**src/hw/rtl/bdtpe_ram.sv**
```systemverilog
// ----------------------------------------------------------------------------
// bdtpe_ram
// Generic single write port, single read port RAM with registered read.
// ----------------------------------------------------------------------------
module bdtpe_ram #(
   parameter int WIDTH = 8,
   parameter int DEPTH = 16
) (
   input  logic                     clock,
   input  logic                     we,
   input  logic [$clog2(DEPTH)-1:0] waddr,
   input  logic [WIDTH-1:0]         wdata,
   input  logic [$clog2(DEPTH)-1:0] raddr,
   output logic [WIDTH-1:0]         rdata
);

   logic [WIDTH-1:0] mem [DEPTH];
   logic [WIDTH-1:0] rdata_ff;

   // write and registered read
   always_ff @(posedge clock) begin
      if (we) begin
         mem[waddr] <= wdata;
      end
      rdata_ff <= mem[raddr];
   end

   assign rdata = rdata_ff;

endmodule

```
**config.mk**
```make
export PLATFORM = sky130hd
export DESIGN_NAME = bdtpe_ram
export DESIGN_NICKNAME = d
export VERILOG_FILES = /design/src/hw/rtl/bdtpe_ram.sv
export SDC_FILE = /design/constraint.sdc
export NUM_CORES = 1
export LEC_CHECK = 0
export CELL_PAD_IN_SITES_DETAIL_PLACEMENT = 1
export CELL_PAD_IN_SITES_GLOBAL_PLACEMENT = 1
export CORE_MARGIN = 10
export CORE_UTILIZATION = 59
export CTS_BUF_LIST = sky130_fd_sc_hd__clkbuf_16
export DETAILED_ROUTE_END_ITERATION = 16
export DONT_BUFFER_PORTS = 1
export HOLD_SLACK_MARGIN = 0.06
export PLACE_DENSITY = 0.82
export SLEW_MARGIN = 20
export SYNTH_ARGS = -nofsm -noshare
export SYNTH_HDL_FRONTEND = slang
export SYNTH_SLANG_ARGS = --single-unit
```
**constraint.sdc**
```tcl
create_clock -name clock -period 2.9 [get_ports clock]
set_input_delay 0.145 -clock clock [delete_from_list [all_inputs] [get_ports clock]]
set_output_delay 0.145 -clock clock [all_outputs]
set_load 0.05 [all_outputs]
```
==> results_dict.tcl, run 1 <==
set metrics [dict create \
    max_freq_mhz 668.8 \
    viasPerCell 6.397 \
    first_pass_iters 4 \
    async_flop_share_pct 0 \
    ios 26 \
    die_area_um2 12860 \
    netlist_instances 229 \
    clock_latency_ps 400 \
    nFillCells 670 \
    instances_no_fill 373 \
    wl_um 11020 \
    worstHoldStart "raddr[1]" \
    yosys-top-cells-area "edfxtp_1 (75%), mux4_2 (7.9%), mux4_1 (7.1%)" \
    final.setup.worst_slack_ps 1405 \
    synth_common_cells "edfxtp_1 (128), mux4_2 (18), a22oi_1 (16)" \
    end_kind "flip-flop" \
    floorplan.initialDensity_pct 59.90 \
    wl_per_cell_um 29.54 \
    row_count 34 \
    cts_root_buf "clkbuf_16" \
    ys_seq_area_share_pct 77.78 \
    tightest_slew_ps 983.8 \
    power.leakage_uw 0.001950 \
    hold_violations 0 \
    multi_input_area_um2 1057 \
    worstHoldPathType "input port to flip-flop" \
    antenna_found_initial 1 \
    r2r_start "mem[0][1]" \
    skew_ps 5.320 \
    place_worst_setup_slack_ps 1279 \
    p_comb_share_pct 3.3 \
    grt_pass1_wl_um 16550 \
    ys_dominant_reg_cell "edfxtp_1" \
    hold_depth 3 \
    synth_nets 247 \
    post_synth_num_cell_types 19 \
    startpoint_type "flip-flop" \
    tritoncts "yes" \
    setup-violations-final 0 \
    cts.sinks 136 \
    period_minus_slack_ps 1495 \
    final_antenna_net_count 0 \
    synthToLayoutAreaGrowth_pct 15.53 \
    path_max_fanout 1 \
    path_class "flip-flop to flip-flop" \
    clockBufferDepth 2 \
    synth.top_cell.area_share_pct 74.67 \
    synth-edff-count 128 \
    vias 2386 \
    ys_ff_latch 136 \
    rr_endpoint "rdata[1]" \
    switching_power_uw 950.3 \
    total_power_uw 4662 \
    dp.cells 331 \
    yosysTopAreaCell "edfxtp_1" \
    slew_headroom_pct 34.17 \
    p_sw_share_pct 20.38 \
    nets 269 \
    drc 0 \
    cellPowerDensity_nw_per_um2 783.9 \
    layout-drive-gt1-share_pct 20.45 \
    finalCritPeriodShare_pct 51.56 \
    rsz0062_at_grt "no" \
    grt_pass1_vias 2572 \
    drt-initial-drc-count 185 \
    regArea_um2 4004 \
    synth_area_um2 5147 \
    post-cts-setup-buffers 0 \
    grt.overflow.total 0 \
    clockPowerShare_pct 48.2 \
    path_clk_slew_ps 60 \
    htreeDepth 4 \
    maxSlewViolCount 0 \
    die_y_um 113.4 \
    grt_max_degree 33 \
    r2r_setup_slack_ps 1400 \
    power_frac_seq_pct 48.5 \
    holdPathEnd "rdata[1]" \
    place.gp.congestion 0.7670 \
    ir_drop_uv 556.9 \
    critical_path_required_ps 3180 \
    status "finished, final reports clean" \
    final.setup.tns_ps 0 \
    post-synth-top-count-cell "edfxtp_1" \
    dpl.hpwl_um 6544 \
    cts-buffers-inserted 17 \
    cp.arrival_ps 1780 \
    die_width_um 113.4 \
    globalRouteTotalUtil_pct 17.89 \
    hold_slack_ps 65.31 \
    core_area_um2 8593 \
    yosysWarnings 0 \
    r2r_cells 3 \
    portBuffers 0 \
    max_cap_viol_count 0 \
    p_int_uw 3712 \
    synth_area_per_cell_um2 22.48 \
]
## routing by layer
metal	vias up	global-route usage (%)	routed length (um)
met4	0	6.007	164
met1	1254	22.71	4439
met2	93	28.88	5645
li1	1025	-	-
met5	-	0	0
met3	14	5.407	769
## cells by family after synthesis
family	synth area share [%]
AOI/OAI and AO/OA	2.334
buffers and inverters	1.677
DFF	77.78
muxes	15.02
and+or+nand+nor	3.184
## power groups by stage
| stage | registers (uW) | logic [uW] | clock network, uW |
|---|---|---|---|
| 3_3_place_gp | 2300 | 112 | 0 |
| 3_5_place_dp | 2300 | 117 | 0 |
| 5_1_grt | 2270 | 170 | 2360 |
| 2_1_floorplan | 2290 | 112 | 0 |
| 4_1_cts | 2260 | 157 | 2280 |
| 6_report | 2260 | 156 | 2240 |
## sequential cells by signal (all words and copies together), names as in the netlist
register,flops
mem,128
rdata,8
## metrics by stage
| step | area (um2) | utilization (%) |
|---|---|---|
| 5_1_grt | 5947 | 69.21 |
| 6_report | 5947 | 69.21 |
| 2_1_floorplan | 5147 | - |
| 4_1_cts | 5944 | 69.18 |
| 3_5_place_dp | 5226 | 60.82 |
| 3_3_place_gp | 5226 | 60.82 |
## cells in the final DEF (no fill, tap or decap)
master         instances
edfxtp_1             128
mux4_2                18
clkbuf_16             17
a22oi_1               16
mux4_1                14
nor2_1                13
nand2_1                9
dlygate4sd3_1          9
dfxtp_1                8
nor3_1                 4
clkinvlp_4             4
bufinv_16              4
buf_4                  4
clkinv_4               3
nand3b_1               2
nand2b_1               2
inv_6                  2
diode_2                1
nor2b_1                1
and2_1                 1
and2b_1                1
nand3_1                1
or3b_2                 1
inv_1                  1
clkinv_2               1
## worst max-delay path, stage by stage, from the launching register on
cell	delay (ps)
edfxtp_1	370
mux4_1	530
a22oi_1	360
nand2_1	110
## cell type report
class	instances	share of cell area, %
tap	108	2.272
multi-input combinational	83	17.78
clock buffer	17	7.153
timing repair buffer	13	2.020
sequential	136	67.33
clock inverter	15	3.408
antenna	1	0.04208
## worst max path at each step
stage | from | endpoint | depth (start not counted)
final | mem[0][1] | rdata[1] | 3
after global routing | mem[0][1] | rdata[1] | 3
after CTS | mem[0][1] | rdata[1] | 3
after detailed placement | waddr[2] | mem[2][3] | 2
after global placement | waddr[2] | mem[3][3] | 2
after floorplan | waddr[2] | mem[0][0] | 2
## what timing repair did
item                      4_1_cts  5_1_grt
hold endpoints to repair      132        0
hold buffers                    9        0
gates resized for setup         0        0
No activity file was read; power rests on OpenSTA's default activity.
==> inputs of run 2 (changes only) <==
--- a/config.mk
+++ b/config.mk
@@ -8,12 +8,12 @@
 export CELL_PAD_IN_SITES_DETAIL_PLACEMENT = 1
 export CELL_PAD_IN_SITES_GLOBAL_PLACEMENT = 1
 export CORE_MARGIN = 10
-export CORE_UTILIZATION = 59
+export CORE_UTILIZATION = 55
 export CTS_BUF_LIST = sky130_fd_sc_hd__clkbuf_16
 export DETAILED_ROUTE_END_ITERATION = 16
 export DONT_BUFFER_PORTS = 1
 export HOLD_SLACK_MARGIN = 0.06
-export PLACE_DENSITY = 0.82
+export PLACE_DENSITY = 0.78
 export SLEW_MARGIN = 20
 export SYNTH_ARGS = -nofsm -noshare
 export SYNTH_HDL_FRONTEND = slang
==> constraint.sdc (replaced) <==
create_clock -name clock -period 1.41 [get_ports clock]
set_input_delay 0.0705 -clock clock [delete_from_list [all_inputs] [get_ports clock]]
set_output_delay 0.0705 -clock clock [all_outputs]
set_load 0.05 [all_outputs]
==> run 2 against run 1 <==
  * Combinational power grew 150%
  * Largest power group unchanged
  * Via count grew 1.9%
  * Die area grew 6.0%
  * Global-route usage shrank 0.24 points
  * Sequential share of layout area shrank 2.4 points
  * Routed wire length grew 3.7%
  * Clock-buffer cell count is the same
  * Critical endpoint unchanged
  * Utilization shrank 2.2 points
  * First-iteration DRC count grew 46%
  * Total power grew 100%
==> results_dict.tcl, run 2 (synthesis results as in run 1) <==
set metrics [dict create \
    die_area_um2 13630 \
    grt_pass1_wl_um 16980 \
    drt-initial-drc-count 271 \
    p_int_uw 7490 \
    drc 0 \
    cp_cell_sequence "mux4_1 -> a22oi_2 -> nand2_1" \
    mostFrequentLayoutCells "edfxtp_1 (128), mux4_2 (19), buf_4 (19)" \
    cpPeakStageDelay_ps 540 \
    total_power_uw 9526 \
    maxSlewViolCount 0 \
    layout-drive-gt1-share_pct 26.74 \
    vias 2432 \
    cts-buffers-inserted 17 \
    num_antenna_cells 0 \
    place.gp.congestion 0.7549 \
    status "finished, final reports clean" \
    cts_root_buf "clkbuf_16" \
    cp.arrival_ps 1650 \
    max_freq_mhz 731.0 \
    dp.cells 349 \
    final_antenna_net_count 0 \
    crit_buf_inv 0 \
    dpl.hpwl_um 6708 \
    power_frac_seq_pct 48.8 \
    tritoncts "yes" \
    path_class "flip-flop to flip-flop" \
    nets 293 \
    final.setup.worst_slack_ps 42.05 \
    portBuffers 0 \
    tightest_slew_ps 629.0 \
    ir_drop_uv 924.5 \
    rsz0062_at_grt "no" \
    first_pass_iters 4 \
    worstHoldPathType "input port to flip-flop" \
    die_width_um 116.7 \
    cts.sinks 136 \
    hold_slack_ps 45.07 \
    place_worst_setup_slack_ps 34.15 \
    core_area_um2 9196 \
    clock_latency_ps 410 \
    p_sw_share_pct 21.37 \
    ios 26 \
    wl_per_cell_um 28.64 \
    largest_reg_flops 128 \
    period_minus_slack_ps 1368 \
    end_kind "flip-flop" \
    path_clk_slew_ps 60 \
    nFillCells 730 \
    critical_path_required_ps 1690 \
    antenna_found_initial 0 \
    floorplan.initialDensity_pct 55.97 \
    globalRouteTotalUtil_pct 17.65 \
    path_max_fanout 1 \
    grt.overflow.total 0 \
    grt_pass1_vias 2684 \
    startpoint_type "flip-flop" \
    slew_headroom_pct 57.93 \
    grt_max_degree 33 \
    slowest_stage "mux4_1" \
    instances_no_fill 399 \
    power.leakage_uw 0.002062 \
    p_comb_share_pct 4.1 \
    post-cts-setup-buffers 0 \
    setup-violations-final 0 \
    top_register "mem" \
    skew_ps 8.891 \
    htreeDepth 4 \
    row_count 35 \
    synthToLayoutAreaGrowth_pct 19.79 \
    die_y_um 116.7 \
    cp_top_family "multiplexers" \
    cellPowerDensity_nw_per_um2 1545 \
    viasPerCell 6.095 \
    clockBufferDepth 2 \
    finalCritPeriodShare_pct 97.02 \
    switching_power_uw 2036 \
    hold_violations 0 \
    mostFrequentLayoutCell "edfxtp_1" \
    wl_um 11430 \
    final.setup.tns_ps 0 \
    clockPowerShare_pct 47.1 \
    max_cap_viol_count 0 \
]
## run 2: cell count changes in the layout (fill, tap and decap cells not counted), moves of 6 or more
cell and change:
buf_4 +15, dlygate4sd3_1 +8, a22oi_1 -6, a22oi_2 +6
## run 2: final timing paths
check                           cells after the start  slack (ps)      start  endpoint
worst min register to register                      3         690  mem[8][4]  rdata[4]
worst max-delay path                                3          40  mem[2][1]  rdata[1]
worst min-delay path                                3          50   raddr[0]  rdata[1]
worst max register to register                      3          40  mem[2][1]  rdata[1]
## run 2: cell type report
type	count	area [um2]	area share (%)
flip-flops and latches	136	4004	64.94
multi-input cells	83	1089	17.65
clock buffers	17	425.4	6.899
repair buffers	37	332.8	5.398
clock inverters	15	176.4	2.861
well taps	111	138.9	2.252
## run 2: power groups by stage
stage / Sequential (uW) / Combinational, uW / Clock [uW]
6_report: 4650 / 389 / 4490
5_1_grt: 4660 / 420 / 4720
4_1_cts: 4650 / 336 / 4530
3_5_place_dp: 4740 / 256 / 0
3_3_place_gp: 4730 / 248 / 0
2_1_floorplan: 4720 / 230 / 0
## run 2: routing by layer
| metal | routed length [um] | global-route usage [%] | part of all wire, % |
|---|---|---|---|
| met3 | 734 | 4.520 | 6.4 |
| met1 | 4914 | 23.81 | 43 |
| met4 | 81 | 5.189 | 0.71 |
| met5 | 0 | 0 | 0 |
| met2 | 5696 | 27.82 | 50 |
## run 2: worst reg2reg max path: cells and delay by family (launching register included)
kind / cells / cell delay (ps)
multiplexers: 1 / 540
flip-flops: 1 / 390
AO/OA/AOI/OAI: 1 / 210
AND/OR/NAND/NOR: 1 / 100
## run 2: repair_timing
| action | 4_1_cts | 5_1_grt |
|---|---|---|
| hold buffers | 10 | 8 |
| resized for setup | 0 | 7 |
| endpoints found under the setup margin | 0 | 6 |
| endpoints found under the hold margin | 158 | 8 |
## run 2: metrics by stage
| stage | util [%] | instance area, um2 |
|---|---|---|
| 6_report | 67.05 | 6166 |
| 5_1_grt | 67.05 | 6166 |
| 4_1_cts | 65.78 | 6050 |
| 3_5_place_dp | 58.15 | 5348 |
| 3_3_place_gp | 58.15 | 5348 |
| 2_1_floorplan | - | 5152 |
==> inputs of run 3 (changes only) <==
--- a/config.mk
+++ b/config.mk
@@ -10,10 +10,11 @@
 export CORE_MARGIN = 10
 export CORE_UTILIZATION = 55
 export CTS_BUF_LIST = sky130_fd_sc_hd__clkbuf_16
+export CTS_CLUSTER_DIAMETER = 80
 export DETAILED_ROUTE_END_ITERATION = 16
 export DONT_BUFFER_PORTS = 1
 export HOLD_SLACK_MARGIN = 0.06
-export PLACE_DENSITY = 0.78
+export PLACE_DENSITY = 0.84
 export SLEW_MARGIN = 20
 export SYNTH_ARGS = -nofsm -noshare
 export SYNTH_HDL_FRONTEND = slang
==> run 3 against run 2 <==
  * Total power decreased by 0.58%
  * Combinational power decreased by 4%
  * Non-clock buffer count decreased by 7
  * Setup slack improved by 18 ps
  * Hold slack got worse by 23 ps
  * Largest cell class unchanged
==> results_dict.tcl, run 3 (synthesis results as in run 1) <==
set metrics [dict create \
    power.leakage_uw 0.002031 \
    cellPowerDensity_nw_per_um2 1552 \
    setup-violations-final 0 \
    final_antenna_net_count 0 \
    num_antenna_cells 0 \
    final.setup.tns_ps 0 \
    mostFrequentLayoutCell "edfxtp_1" \
    max_freq_mhz 740.9 \
    r2r_cells 3 \
    htreeDepth 4 \
    floorplan.initialDensity_pct 55.97 \
    crit_buf_inv 0 \
    cp.arrival_ps 1650 \
    largest_reg_flops 128 \
    nFillCells 731 \
    die_y_um 116.7 \
    wl_um 11280 \
    period_minus_slack_ps 1350 \
    die_width_um 116.7 \
    top_register "mem" \
    clock_latency_ps 410 \
    stdcell_area_um2 6102 \
    first_pass_iters 4 \
    cpPeakStageDelay_ps 520 \
    cts-buffers-inserted 17 \
    cp_cell_sequence "mux4_1 -> a22oi_2 -> nand2_1" \
    cts.sinks 136 \
    layout-drive-gt1-share_pct 26.33 \
    globalRouteTotalUtil_pct 18.28 \
    antenna_found_initial 0 \
    drt-initial-drc-count 186 \
    worstHoldPathType "input port to flip-flop" \
    wl_per_cell_um 28.78 \
    worstHoldStart "raddr[0]" \
    drc 0 \
    grt_pass1_wl_um 17390 \
    slew_headroom_pct 54.87 \
    cp_top_family "multiplexers" \
    place.gp.congestion 0.7711 \
    max_cap_viol_count 0 \
    startpoint_type "flip-flop" \
    nets 286 \
    status "finished, final reports clean" \
    hold_violations 0 \
    core_area_um2 9196 \
    path_class "flip-flop to flip-flop" \
    critical_path_required_ps 1710 \
    holdPathEnd "rdata[1]" \
    dpl.hpwl_um 6833 \
    viasPerCell 6.273 \
    tightest_slew_ps 674.7 \
    rsz0062_at_grt "no" \
    r2r_setup_slack_ps 60 \
    post-cts-setup-buffers 0 \
    place_area_um2 5340 \
    slowest_stage "mux4_1" \
    dp.cells 348 \
    skew_ps 5.932 \
    hold_slack_ps 21.65 \
    grt.overflow.total 0 \
    row_count 35 \
    path_clk_slew_ps 60 \
    path_max_fanout 1 \
    ir_drop_uv 895.3 \
    cts_root_buf "clkbuf_16" \
    hold_depth 3 \
    ios 26 \
    mostFrequentLayoutCells "edfxtp_1 (128), mux4_2 (18), buf_4 (18)" \
    finalCritPeriodShare_pct 95.73 \
    tritoncts "yes" \
    grt_max_degree 33 \
    grt_pass1_vias 2719 \
    portBuffers 0 \
    end_kind "flip-flop" \
    rr_endpoint "rdata[2]" \
    vias 2459 \
    instances_no_fill 392 \
    r2r_start "mem[3][2]" \
    die_area_um2 13630 \
    clockBufferDepth 2 \
    maxSlewViolCount 0 \
    synthToLayoutAreaGrowth_pct 18.55 \
]
## run 3: cell count changes in the layout (fill, tap and decap cells not counted), sizes merged
cell | previous run | this run
dlygate4sd3 | 17 | 11
clkinv | 4 | 7
inv | 4 | 2
buf | 20 | 19
clkinvlp | 4 | 3
## run 3: through the flow
| stage | setup WS, ps | utilization (%) | power (uW) |
|---|---|---|---|
| floorplan | 73.35 | - | 4948 |
| global placement | 67.28 | 58.07 | 4977 |
| detailed placement | -0.07461 | 58.07 | 4996 |
| CTS | 3.537 | 66.03 | 9506 |
| global route | 1.010 | 66.35 | 9769 |
| finish | 60.21 | 66.35 | 9470 |
## run 3: layout make-up
class	instances	area (um2)	share of cell area, %
timing repair buffer	30	265.3	4.347
clock buffer	17	425.4	6.972
tap	111	138.9	2.276
sequential	136	4004	65.61
clock inverter	15	176.4	2.891
multi-input combinational	83	1092	17.90
## run 3: per-layer routing
metal | global-route usage (%) | share of wire, % | vias to the layer above | routed length, um
li1 | - | - | 1050 | -
met1 | 23.95 | 43 | 1325 | 4865
met2 | 29.21 | 51 | 74 | 5723
met3 | 4.674 | 5.1 | 10 | 574
met4 | 6.178 | 1.1 | 0 | 120
met5 | 0 | 0 | - | 0
## run 3: worst max path at each step
stage	from	to	cells past startpoint
after floorplan	waddr[2]	mem[3][0]	2
after global placement	mem[9][5]	rdata[5]	3
after detailed placement	mem[0][1]	rdata[1]	3
after CTS	mem[9][5]	rdata[5]	3
after global routing	mem[2][0]	rdata[0]	3
final	mem[3][2]	rdata[2]	3
## run 3: tightest hold or removal path, cell delays in order
cell and delay [ps]:
mux4_2 200, a22oi_1 60, nand2_1 50
## run 3: report_power, final
group / leakage [uW] / total, uW / internal, uW / switching, uW
clock network: 0.000283 / 4440 / 2780 / 1660
logic: 0.000525 / 374 / 171 / 203
registers: 0.00122 / 4650 / 4520 / 133
total: 0.00203 / 9470 / 7470 / 2000
## run 3: timing repair
item | CTS | global route
endpoints found under the setup margin | 2 | 4
endpoints found under the hold margin | 167 | 7
gates cloned | 0 | 0
hold buffers | 11 | 1
resized for setup | 2 | 4
