<file path="config.mk">
export PLATFORM = sky130hd
export DESIGN_NAME = bdtpe_div
export DESIGN_NICKNAME = d
export VERILOG_FILES = /design/src/hw/rtl/bdtpe_div.sv
export SDC_FILE = /design/constraint.sdc
export NUM_CORES = 1
export LEC_CHECK = 0
export BUFFER_PORTS_ARGS = -buffer_cell sky130_fd_sc_hd__buf_2
export CORE_MARGIN = 2
export CORE_UTILIZATION = 63
export CTS_CLUSTER_SIZE = 28
export DETAILED_ROUTE_END_ITERATION = 12
export GPL_ROUTABILITY_DRIVEN = 0
export PLACE_DENSITY = 0.89
export RECOVER_POWER = 100
export SYNTH_ARGS = -nofsm -noshare
export SYNTH_HDL_FRONTEND = slang
export SYNTH_SLANG_ARGS = --single-unit
</file>
<file path="constraint.sdc">
create_clock -name clock -period 4.6 [get_ports clock]
set_input_delay 0.46 -clock clock [delete_from_list [all_inputs] [get_ports clock]]
set_output_delay 0.46 -clock clock [all_outputs]
set_load 0.03 [all_outputs]
</file>
<file path="src/hw/rtl/bdtpe_div.sv">
// ----------------------------------------------------------------------------
// bdtpe_div
// Bit-serial signed by unsigned divider, quotient truncated toward zero.
// ----------------------------------------------------------------------------
module bdtpe_div (
   input  logic               clock,
   input  logic               reset,
   input  logic               start,
   input  logic signed [23:0] dividend,
   input  logic [15:0]        divisor,
   output logic               done,
   output logic signed [7:0]  quotient
);

   logic        busy_ff, busy_in;
   logic [4:0]  step_ff, step_in;
   logic [16:0] rem_ff, rem_in;
   logic [23:0] quo_ff, quo_in;
   logic [15:0] dvs_ff, dvs_in;
   logic        neg_ff, neg_in;
   logic        done_ff, done_in;
   logic [16:0] trial;

   always_comb begin
      busy_in = busy_ff;
      step_in = step_ff;
      rem_in  = rem_ff;
      quo_in  = quo_ff;
      dvs_in  = dvs_ff;
      neg_in  = neg_ff;
      done_in = 1'b0;
      trial   = {rem_ff[15:0], quo_ff[23]};
      // load magnitude and sign
      if (start) begin
         busy_in = 1'b1;
         step_in = 5'd0;
         rem_in  = 17'd0;
         quo_in  = dividend[23] ? 24'(-dividend) : 24'(dividend);
         dvs_in  = divisor;
         neg_in  = dividend[23];
      end else if (busy_ff) begin
         // one restoring step per cycle
         if (trial >= {1'b0, dvs_ff}) begin
            rem_in = trial - {1'b0, dvs_ff};
            quo_in = {quo_ff[22:0], 1'b1};
         end else begin
            rem_in = trial;
            quo_in = {quo_ff[22:0], 1'b0};
         end
         step_in = step_ff + 5'd1;
         if (step_ff == 5'd23) begin
            busy_in = 1'b0;
            done_in = 1'b1;
         end
      end
   end

   always_ff @(posedge clock) begin
      if (reset) begin
         busy_ff <= 1'b0;
         done_ff <= 1'b0;
      end else begin
         busy_ff <= busy_in;
         done_ff <= done_in;
      end
      step_ff <= step_in;
      rem_ff  <= rem_in;
      quo_ff  <= quo_in;
      dvs_ff  <= dvs_in;
      neg_ff  <= neg_in;
   end

   // magnitude never exceeds 128, so eight bits carry the signed result
   assign done     = done_ff;
   assign quotient = neg_ff ? 8'(-quo_ff[7:0]) : quo_ff[7:0];

   a_no_restart: assert property (@(posedge clock) disable iff (reset)
      start |-> !busy_ff) else $error("divider restarted while busy");
   a_done_ends_busy: assert property (@(posedge clock) disable iff (reset)
      done |-> !busy_ff) else $error("divider done while still busy");
   a_done_pulse: assert property (@(posedge clock) disable iff (reset)
      done |=> !done) else $error("divider done held two cycles");

endmodule
</file>
==> summary.md, run 1 <==
| Metric | Value |
|---|---|
| Status | finished, violations left |
| Failing checks | max-capacitance violations, max-slew violations |
| Port buffer count | roughly 50 |
| Slowest stage delay, CP | 1.43 ns |
| Internal | 0.001073 W |
| Vias in the first global route | between 3000 and 4000 |
| Total setup buffers inserted after CTS | 0 |
| Met1 Use GR | 29.77% |
| Critical path peak fanout | 50 |
| CTS max path bufs | 2 |
| Vias per Instance | 6.082 |
| Cell Area, Synth | 3955 sq um |
| Post-DRT Antenna Nets | 0 |
| Worst vdd ir | 0.0002913 V |
| Worst Path Required | 4.54 ns |
| Post-synth EDFFs | 41 |
| IO Pins | 52 |
| Post-synthesis sequential area ratio | 42.77% |
| Yosys Warn Count | 0 |
| Clock Pin Slew Worst Setup and Hold Paths | 0.07 ns |
| CTS resizes | 0 |
| Hold crit path type | input port to flip-flop |
| Area grow syn2layout | 11.36% |
| Clock Skew | ~0.012 ns |
| Slew Limit Fails | 77 |
| MaxCap Viol Count | 2 |
| Post-CTS Hold Buffers | 0 |
| Fraction of layout cells with a size suffix above 1 | roughly 14% |
| First-pass GRT wire length | 14.03 mm |
| Synth Instances | 425 |
| CTS tree | yes |
| Main synth FF type | edfxtp_1 |
| Met2 GRT Util | 42.82% |
| Final min period | 3.363 ns |
| Die H | 83.23 um |
| Sw frac | 31.98% |
| DR WL/cell | 15.64 um |
| Total negative slack | 0 ns |
| Comb power frac | 25.1% |
| TritonRoute pass-1 iters | 5 |
| Cell Rows | 28 |
| HPWL Detailed | 6.121 mm |
| Fmax | 297.3 MHz |
| Final worst-path cycle share | between 70% and 80% |
| Grt met3 use | 5.964% |
| Worst-Skew Late Latency | 0.35 ns |
| Gr usage total | 24.93% |
| Seq pwr share | between 40% and 50% |
| Number of remaining DRC errors | 0 |
| CTS Sinks | between 60 and 70 |
| Fin util | about three quarters |
| WP buf/inv | 1 |
| Psw | 0.0005045 W |
| Post-Route WL | 8.572 mm |
| Die width | 83.23 um |
| Iteration-0 DRC Markers | 342 |
| GRT overflow | 0 |
| Clock buffers created by TritonCTS | 9 |
| Clock power share | 30.3% |
| Initial antenna violation count | 0 |
| Root Driver | clkbuf_8 |
| Slew margin rel. | -36.77% |
| WP data arrival | 3.30 ns |
| Vias | ~3300 |
| Final #Nets | 531 |
| CP Capture Type | flip-flop |
| Pwr Density | 358.2 nW/um^2 |
| Largest net degree at the start of global routing | 51 |
| CP max-delay cell | clkbuf_1 |
| Critical Path Start Type | input port |
| Unrepaired setup endpoints after global routing | no |
| Crit-path leading delay family | buffers and inverters |
| Final-report setup violation count | 0 |
| #FFs+latches synth | 64 |
| Diode count | 0 |
| Slew @ Worst Pin | 2.052 ns |
| LEAKAGE | 1.758 nW |
| Area of the core | 5991 sq um |
| CP Class | input port to flip-flop |
| Syn_nets | 488 |
| Die area | about 6900 sq um |
| Fin. Hold Viols | 0 |
| Initial Util | 66.02% |
| Async set or reset register ratio after synthesis | 0% |
| H-Tree Depth | 3 |
| Synth cell types | 57 |
| Crit path cell chain | clkbuf_1 > or2_0 |
| Syn_area_per_cell | 9.306 sq um |
| Gr busiest metal | met2 |
worst reg2reg max path, stage by stage, from the launching register on:
cell      delay [ns]
edfxtp_1        0.38
inv_1           0.07
ha_1            0.27
a21o_1          0.22
a211oi_1        0.37
or3b_1          0.43
o21ai_2         0.51
nand2_1         0.12
a311oi_1        0.30
power by group through the flow:
stage | Sequential [W] | Clock (W) | Combinational [W]
6_report | 0.000704 | 0.000478 | 0.000395
2_1_floorplan | 0.000706 | 0 | 0.000299
3_3_place_gp | 0.000712 | 0 | 0.000373
4_1_cts | 0.000703 | 0.000481 | 0.000393
3_5_place_dp | 0.000716 | 0 | 0.000389
5_1_grt | 0.000710 | 0.000503 | 0.000433
registers in the layout (all words and copies together), names as in the netlist:
register  count
step_ff       5
busy_ff       1
rem_ff       16
quo_ff       24
dvs_ff       16
done          1
neg_ff        1
metrics by stage:
stage	hold slack, ns	instance area (sq um)	power [W]	setup WS, ns	std cells
detailed placement	0.4951	4223	0.001105	1.844	532
floorplan	0.4546	3955	0.001005	2.312	425
finish	0.2759	4404	0.001577	1.237	548
CTS	0.2681	4419	0.001578	1.830	548
global route	0.2693	4404	0.001646	0.9127	548
global placement	0.4679	4223	0.001085	1.990	532
layer usage:
| layer | up-vias | part of all wire, % | wire length [um] |
|---|---|---|---|
| li1 | 1622 | - | - |
| met1 | 1573 | 42 | 3560 |
| met2 | 119 | 50 | 4321 |
| met3 | 19 | 6.1 | 521 |
| met4 | 0 | 1.9 | 167 |
| met5 | - | 0 | 0 |
layout make-up:
class | count | area (sq um)
clock buffer | 9 | 123.9
clock inverter | 7 | 72.57
fill | 445 | 1587
inverter | 27 | 101.3
multi-input combinational | 313 | 2064
sequential | 64 | 1692
tap | 75 | 93.84
timing repair buffer | 53 | 256.5
cell usage in the layout, fill, tap and decap left out, types with 2 or more instances in the layout:
cell type and instances:
a211oi_1 7, a21o_1 2, a21oi_1 30, a221oi_1 2, a311oi_1 11, buf_2 40
buf_4 2, clkbuf_1 11, clkbuf_8 9, clkinv_2 2, clkinv_4 2, clkinvlp_4 2
dfxtp_1 23, edfxtp_1 41, ha_1 19, inv_1 27, mux2_2 2, mux2i_1 5
nand2_1 41, nand2b_1 8, nand3_1 5, nand4_1 8, nor2_1 48, nor2b_1 3
nor3_1 6, nor3b_1 2, nor4_1 2, o2111ai_1 3, o21a_1 6, o21ai_0 18
o221ai_1 2, o31ai_1 8, o41ai_1 3, or3_1 8, or4_1 3, xnor2_1 16
xor2_1 24
path summary, 6_finish.rpt:
kind                   start          to  slack (ns)  cells after the start
setup / recovery       start   quo_ff[2]        1.24                      2
hold / removal         reset        done        0.28                      2
setup reg to reg  dvs_ff[14]  rem_ff[11]        1.79                      8
hold reg to reg    rem_ff[7]   rem_ff[7]        0.51                      2
Yosys cell counts (all sizes together), types with 8 or more instances:
master   n  share of area, %
or3      8               1.3
a21oi   31               4.2
nand2b   8               1.3
ha      19               6.0
xnor2   16               3.5
clkbuf  14               1.3
inv     27               2.6
nand4    8               1.3
xor2    24               5.3
edfxtp  41                31
o21ai   20               2.6
dfxtp   23                12
a311oi  11               2.4
o31ai    8               1.5
nor2    48               4.6
nand2   41               3.9
logic make-up after synthesis:
group                    share of synthesized area [%]
AND/OR/NAND/NOR                                  16.96
AO/OA/AOI/OAI                                    18.06
flip-flops                                       42.77
buffers and inverters                            4.998
XOR/XNOR                                         8.858
adder cells (fa/ha/maj)                          6.517
multiplexers                                     1.835
(Power assumes the default switching activity.)
==> inputs of run 2 (changes only) <==
- CORE_UTILIZATION: 63 -> 58
- PLACE_DENSITY: 0.89 -> 0.83
- clock period: 4.6 -> 3.35 ns (I/O delays scaled with it)
==> run 2 against run 1 <==
The flow still finishes with violations (max-capacitance violations, max-slew violations). Via count fell by 0.72%. First-iteration DRC count fell by 23%. Clock-buffer cell count rose by 3. Design area fell by 1.2%. Sequential power rose by 37%. Core utilization fell by 8.4 points. Clock power rose by 16%.
==> summary.md, run 2 (same netlist as run 1, synthesis figures left out) <==
| Metric | Value |
|---|---|
| Critical path peak fanout | 13 (was 50) |
| Met3 Routed Length | 448 um (was 521 um) |
| Max reg flops | 24 (unchanged) |
| WP data arrival | 3.14 ns (was 3.30 ns) |
| Vias in the first global route | 2984 (was 3163) |
| Worst vdd ir | 0.0002514 V (was 0.0002913 V) |
| Total setup buffers inserted after CTS | 0 (unchanged) |
| Top sig layer | met4 (unchanged) |
| Gr usage total | 22.76% (was 24.93%) |
| IO Pins | 52 (unchanged) |
| First-pass GRT wire length | 13.48 mm (was 14.03 mm) |
| Internal | 0.001392 W (was 0.001073 W) |
| Reg2Reg Setup Slack | 0.44 ns (was 1.79 ns) |
| Diode count | 0 (unchanged) |
| Iteration-0 DRC Markers | 265 (was 342) |
| Clock power share | 27.0% (was 30.3%) |
| Reg2reg start | dvs_ff[8] (was dvs_ff[14]) |
| Area grow syn2layout | 10.03% (was 11.36%) |
| Worst Path Required | 3.58 ns (was 4.54 ns) |
| Fillers | 574 (was 445) |
| CP Capture Type | flip-flop (unchanged) |
| Total negative slack | 0 ns (unchanged) |
| Area of the multi-input gates | 2048 sq um (was 2064 sq um) |
| Fraction of layout cells with a size suffix above 1 | 11.81% (was 13.74%) |
| Fmax | 343.3 MHz |
| Cell Rows | 30 (was 28) |
| Sequential cell area | 1692 sq um (unchanged) |
| Biggest register | quo_ff (unchanged) |
| H-Tree Depth | 3 (unchanged) |
| Most common cell after layout, fill and taps aside | nor2_1 (unchanged) |
| Failing checks | max-capacitance violations, max-slew violations (unchanged) |
| Final-report setup violation count | 0 (unchanged) |
| Sw frac | 32.15% (was 31.98%) |
| HPWL Detailed | 5.942 mm (was 6.121 mm) |
| Port buffer count | 51 (unchanged) |
| Final min period | 2.913 ns |
| GRT overflow | 0 (unchanged) |
| Status | finished, violations left (unchanged) |
| Placed Area | 4237 sq um (was 4223 sq um) |
| Final worst-path cycle share | 86.96% |
| TritonRoute pass-1 iters | 5 (unchanged) |
| Initial Util | 59.19% (was 66.02%) |
| LEAKAGE | 1.732 nW (was 1.758 nW) |
| Hold depth | 2 (unchanged) |
| Psw | 0.0006597 W (was 0.0005045 W) |
| Crit-path most repeated cell | nand3_1 |
| Crit path cell chain | inv_1 > ha_1 > nand3_1 > or2_0 > o21bai_4 > a21oi_1 > o21a_1 > nand3_1 > a311oi_1 (was clkbuf_1 > or2_0) |
| Hold crit path type | input port to flip-flop (unchanged) |
| Number of remaining DRC errors | 0 (unchanged) |
| Comb power frac | 25.9% (was 25.1%) |
| CTS max path bufs | 2 (unchanged) |
| Die area | 7495 sq um (was 6927 sq um) |
| Clock Pin Slew Worst Setup and Hold Paths | 0.06 ns (was 0.07 ns) |
| Vias | 3309 (was 3333) |
| Slowest stage delay, CP | 0.59 ns (was 1.43 ns) |
| CTS resizes | 0 (unchanged) |
| Seq pwr share | 47.1% (was 44.6%) |
| Slew Limit Fails | 40 (was 77) |
| Post-Layout Cell Count | 554 (was 548) |
| CP max-delay cell | o21a_1 (was clkbuf_1) |
| Met1 Wirelength | 3.716 mm (was 3.560 mm) |
| R2r worst-path depth | 9 (was 8) |
| WP buf/inv | 1 (unchanged) |
| Worst hold start | reset (unchanged) |
| Initial antenna violation count | 0 (unchanged) |
| CTS Sinks | 64 (unchanged) |
| Metal2 WL | 4.005 mm (was 4.321 mm) |
| Critical Path Start Type | flip-flop (was input port) |
| Pwr Density | 471.5 nW/um^2 (was 358.2 nW/um^2) |
| Reg-to-reg endpoint | rem_ff[13] (was rem_ff[11]) |
| Largest regs | quo_ff (24), dvs_ff (16), rem_ff (16) (unchanged) |
| Crit-path leading delay family | compound AO/OA/AOI/OAI gates (was buffers and inverters) |
| Inst Count DP | 538 (was 532) |
| Die width | 86.58 um (was 83.23 um) |
| Crit. Startpoint | dvs_ff[8] (was start) |
| Die H | 86.58 um (was 83.23 um) |
| DR WL/cell | 15.02 um (was 15.64 um) |
| CTS tree | yes (unchanged) |
| Post-route cell area | 4352 sq um (was 4404 sq um) |
| CP Class | flip-flop to flip-flop (was input port to flip-flop) |
| Worst Hold Endpoint | done (unchanged) |
| Vias per Instance | 5.973 (was 6.082) |
| Fin. Hold Viols | 0 (unchanged) |
| Root Driver | clkbuf_8 (unchanged) |
| Clock Skew | 0.006432 ns (was 0.01177 ns) |
| Slew @ Worst Pin | 1.660 ns (was 2.052 ns) |
| Final #Nets | 532 (was 531) |
| Post-Route WL | 8.321 mm (was 8.572 mm) |
| MaxCap Viol Count | 1 (was 2) |
| Area of the core | 6681 sq um (was 5991 sq um) |
| Worst-Skew Late Latency | 0.35 ns (about the same) |
| Slew margin rel. | -10.67% (was -36.77%) |
| Commonest cells after routing, fill and taps aside | nor2_1, nand2_1, edfxtp_1 (unchanged) |
| Unrepaired setup endpoints after global routing | no (unchanged) |
| Clock buffers created by TritonCTS | 9 (unchanged) |
| Largest net degree at the start of global routing | 42 (was 51) |
| Post-DRT Antenna Nets | 0 (unchanged) |
| Post-CTS Hold Buffers | 0 (unchanged) |
## run 2: final cells by class
class	instances	area share (%)
clock buffer	12	3.105
clock inverter	4	0.4888
inverter	27	2.329
tap	80	2.300
multi-input combinational	313	47.07
timing repair buffer	54	5.837
sequential	64	38.87
## run 2: through the flow
step           util [%]  hold WS (ns)  setup WS (ns)  power (W)
2_1_floorplan         -        0.4111          1.062   0.001380
3_3_place_gp      63.41        0.4791         0.8134   0.001493
3_5_place_dp      63.41        0.4802         0.6704   0.001515
4_1_cts           65.75        0.1557         0.6389   0.002064
5_1_grt           65.13        0.1563         0.2107   0.002161
6_report          65.13        0.1602         0.4368   0.002052
## run 2: power by group through the flow
stage               clock (W)  sequential [W]  combinational (W)
finish               0.000554        0.000966           0.000532
global route         0.000597        0.000974           0.000590
CTS                  0.000562        0.000966           0.000536
detailed placement          0        0.000982           0.000533
global placement            0        0.000978           0.000515
floorplan                   0        0.000969           0.000410
## run 2: metal layers
metal,global-route usage [%],up-vias
met5,0,-
met4,9.801,0
met2,36.57,112
met3,3.714,17
met1,30.54,1552
li1,-,1628
## run 2: worst reg2reg max path, stage by stage, from the launching register on
cell and delay (ns):
edfxtp_1 0.34, inv_1 0.04, ha_1 0.40, nand3_1 0.19
or2_0 0.28, o21bai_4 0.19, a21oi_1 0.32, o21a_1 0.59
nand3_1 0.15, a311oi_1 0.30
## run 2: how the worst max path moves through the flow
stage          cells after the start    endpoint  slack [ns]
2_1_floorplan                      9   rem_ff[5]        1.06
3_3_place_gp                       8  rem_ff[12]        0.81
3_5_place_dp                       8  rem_ff[13]        0.67
4_1_cts                            7  rem_ff[13]        0.64
5_1_grt                            9   rem_ff[8]        0.21
6_report                           9  rem_ff[13]        0.44
==> inputs of run 3 (changes only) <==
- BUFFER_PORTS_ARGS: -buffer_cell sky130_fd_sc_hd__buf_2 -> -buffer_cell sky130_fd_sc_hd__buf_4
- clock period: 3.35 -> 3.3 ns (I/O delays scaled with it)
==> run 3 against run 2 <==
Sequential cell count did not move. Core utilization increased by 2.0 points. Sequential power grew 2%. Power grew 6.8%. Global-route usage up 0.48 points. Critical path depth is the same. Hold slack got worse by 0.011 ns. Fmax rose by 2.5%. Critical endpoint is now rem_ff[2]. First-iteration DRC count down 13%. Setup slack improved by 0.021 ns. The flow still finishes with violations (max-capacitance violations, max-slew violations).
==> summary.md, run 3 (same netlist as run 1, synthesis figures left out) <==
| Metric | Value |
|---|---|
| Unrepaired setup endpoints after global routing | no (unchanged) |
| Total setup buffers inserted after CTS | 0 (unchanged) |
| Gr usage total | 23.24% (was 22.76%) |
| Commonest cells after routing, fill and taps aside | nor2_1, nand2_1, edfxtp_1 (unchanged) |
| Post-route cell area | 4486 sq um (was 4352 sq um) |
| Vias per Instance | 5.765 (was 5.973) |
| WP data arrival | 2.98 ns (was 3.14 ns) |
| Clock Skew | 0.004100 ns (was 0.006432 ns) |
| Reg-to-reg endpoint | rem_ff[2] (was rem_ff[13]) |
| Post-CTS Hold Buffers | 0 (unchanged) |
| Iteration-0 DRC Markers | 230 (was 265) |
| Final worst-path cycle share | 86.11% (was 86.96%) |
| Hold crit path type | input port to flip-flop (unchanged) |
| Overall power | 0.002192 W (was 0.002052 W) |
| Slowest stage delay, CP | 0.55 ns (was 0.59 ns) |
| Max reg flops | 24 (unchanged) |
| CTS tree | yes (unchanged) |
| Worst vdd ir | 0.0002791 V (was 0.0002514 V) |
| Placed Area | 4357 sq um (was 4237 sq um) |
| Die H | 86.58 um (unchanged) |
| Post-Route WL | 8.132 mm (was 8.321 mm) |
| Final min period | 2.842 ns (was 2.913 ns) |
| Final-report setup violation count | 0 (unchanged) |
| Crit. Startpoint | dvs_ff[8] (unchanged) |
| Status | finished, violations left (unchanged) |
| CP Capture Type | flip-flop (unchanged) |
| CTS resizes | 0 (unchanged) |
| Fin. Hold Viols | 0 (unchanged) |
| Fin util | 67.13% (was 65.13%) |
| Critical Path Start Type | flip-flop (unchanged) |
| Worst Path Required | 3.44 ns (was 3.58 ns) |
| Most common cell after layout, fill and taps aside | nor2_1 (unchanged) |
| Reg2Reg Setup Slack | 0.46 ns (was 0.44 ns) |
| CP Class | flip-flop to flip-flop (unchanged) |
| Die area | 7495 sq um (unchanged) |
| Diode count | 0 (unchanged) |
| Initial antenna violation count | 0 (unchanged) |
| Largest net degree at the start of global routing | 64 (was 42) |
| TritonRoute pass-1 iters | 4 (was 5) |
| Root Driver | clkbuf_8 (unchanged) |
| Initial Util | 59.19% (unchanged) |
| Hold depth | 2 (unchanged) |
| MaxCap Viol Count | 2 (was 1) |
| Clock buffers created by TritonCTS | 9 (unchanged) |
| Final #Nets | 531 (was 532) |
| HPWL Detailed | 5.669 mm (was 5.942 mm) |
| DR WL/cell | 14.71 um (was 15.02 um) |
| GRT overflow | 0 (unchanged) |
| Vias in the first global route | 3032 (was 2984) |
| Total negative slack | 0 ns (unchanged) |
| Slew @ Worst Pin | 1.777 ns (was 1.660 ns) |
| Fmax | 351.9 MHz (was 343.3 MHz) |
| Slew margin rel. | -18.48% (was -10.67%) |
| Die width | 86.58 um (unchanged) |
| Slew Limit Fails | 68 (was 40) |
| IO Pins | 52 (unchanged) |
| Pre-CTS WS | 0.6052 ns (was 0.6704 ns) |
| Clock Pin Slew Worst Setup and Hold Paths | 0.07 ns (was 0.06 ns) |
| CTS max path bufs | 2 (unchanged) |
| Critical path peak fanout | 13 (unchanged) |
| Area of the core | 6681 sq um (unchanged) |
| Worst-Skew Late Latency | 0.34 ns (was 0.35 ns) |
| LEAKAGE | 1.783 nW (was 1.732 nW) |
| Post-DRT Antenna Nets | 0 (unchanged) |
| Vias | 3188 (was 3309) |
| Reg2reg start | dvs_ff[8] (unchanged) |
| Area grow syn2layout | 13.41% (was 10.03%) |
| Number of remaining DRC errors | 0 (unchanged) |
| Setup ws final | 0.4583 ns (was 0.4368 ns) |
| Crit path cell chain | inv_1 > ha_1 > nand3_1 > or2_0 > o21bai_1 > a21oi_4 > o21a_1 > mux2i_1 > a211oi_1 (was inv_1 > ha_1 > nand3_1 > or2_0 > o21bai_4 > a21oi_1 > o21a_1 > nand3_1 > a311oi_1) |
| Largest regs | quo_ff (24), dvs_ff (16), rem_ff (16) (unchanged) |
| R2r worst-path depth | 9 (unchanged) |
| Critical Path Sink | rem_ff[2] (was rem_ff[13]) |
| Fraction of layout cells with a size suffix above 1 | 12.90% (was 11.81%) |
| CP max-delay cell | o21a_1 (unchanged) |
| CTS Sinks | 64 (unchanged) |
| Port buffer count | 51 (unchanged) |
| Cell Rows | 30 (unchanged) |
| First-pass GRT wire length | 13.63 mm (was 13.48 mm) |
| H-Tree Depth | 3 (unchanged) |
| Pwr Density | 488.7 nW/um^2 (was 471.5 nW/um^2) |
| Failing checks | max-capacitance violations, max-slew violations (unchanged) |
| Biggest register | quo_ff (unchanged) |
[run 3: cell count changes in the layout (fill, tap and decap cells not counted), moves of 2 or more]
cell,previous run,this run
buf_2,38,0
clkbuf_4,0,16
buf_4,1,24
clkbuf_1,18,13
clkinvlp_4,1,3
[run 3: final cells by class]
type	count	area, sq um
inverter	27	101.3
timing repair buffer	53	349.1
fill	541	2196
clock inverter	7	71.32
sequential	64	1692
clock buffer	9	123.9
tap	80	100.1
multi-input combinational	313	2048
[run 3: metal layers]
| metal | part of all wire, % | GRT usage, % |
|---|---|---|
| met3 | 4.7 | 5.905 |
| met2 | 49 | 36.99 |
| met1 | 45 | 30.39 |
| met5 | 0 | 0 |
| met4 | 1.3 | 9.517 |
[run 3: how the worst min path moves through the flow]
stage	start	endpoint	slack, ns
after floorplan	reset	done	0.41
after global placement	rem_ff[15]	rem_ff[15]	0.48
after detailed placement	rem_ff[15]	rem_ff[15]	0.49
after CTS	reset	done	0.13
after global routing	reset	done	0.13
final	reset	done	0.15
[run 3: power breakdown]
part	internal [W]	switching [W]
registers	0.000938	0.0000431
logic	0.000219	0.000329
clock network	0.000348	0.000315
total	0.00150	0.000687
[run 3: worst max-delay path: cells and delay by family (launching register included)]
kind	cells	cell delay, ns
flip-flops	1	0.33
buffers and inverters	1	0.04
AND/OR/NAND/NOR	2	0.48
AO/OA/AOI/OAI	4	1.13
multiplexers	1	0.26
adder cells (fa/ha/maj)	1	0.40
[run 3: stage by stage]
step	instances	hold WS, ns
floorplan	425	0.4061
global placement	537	0.4768
detailed placement	537	0.4860
CTS	553	0.1334
global route	553	0.1322
finish	553	0.1495
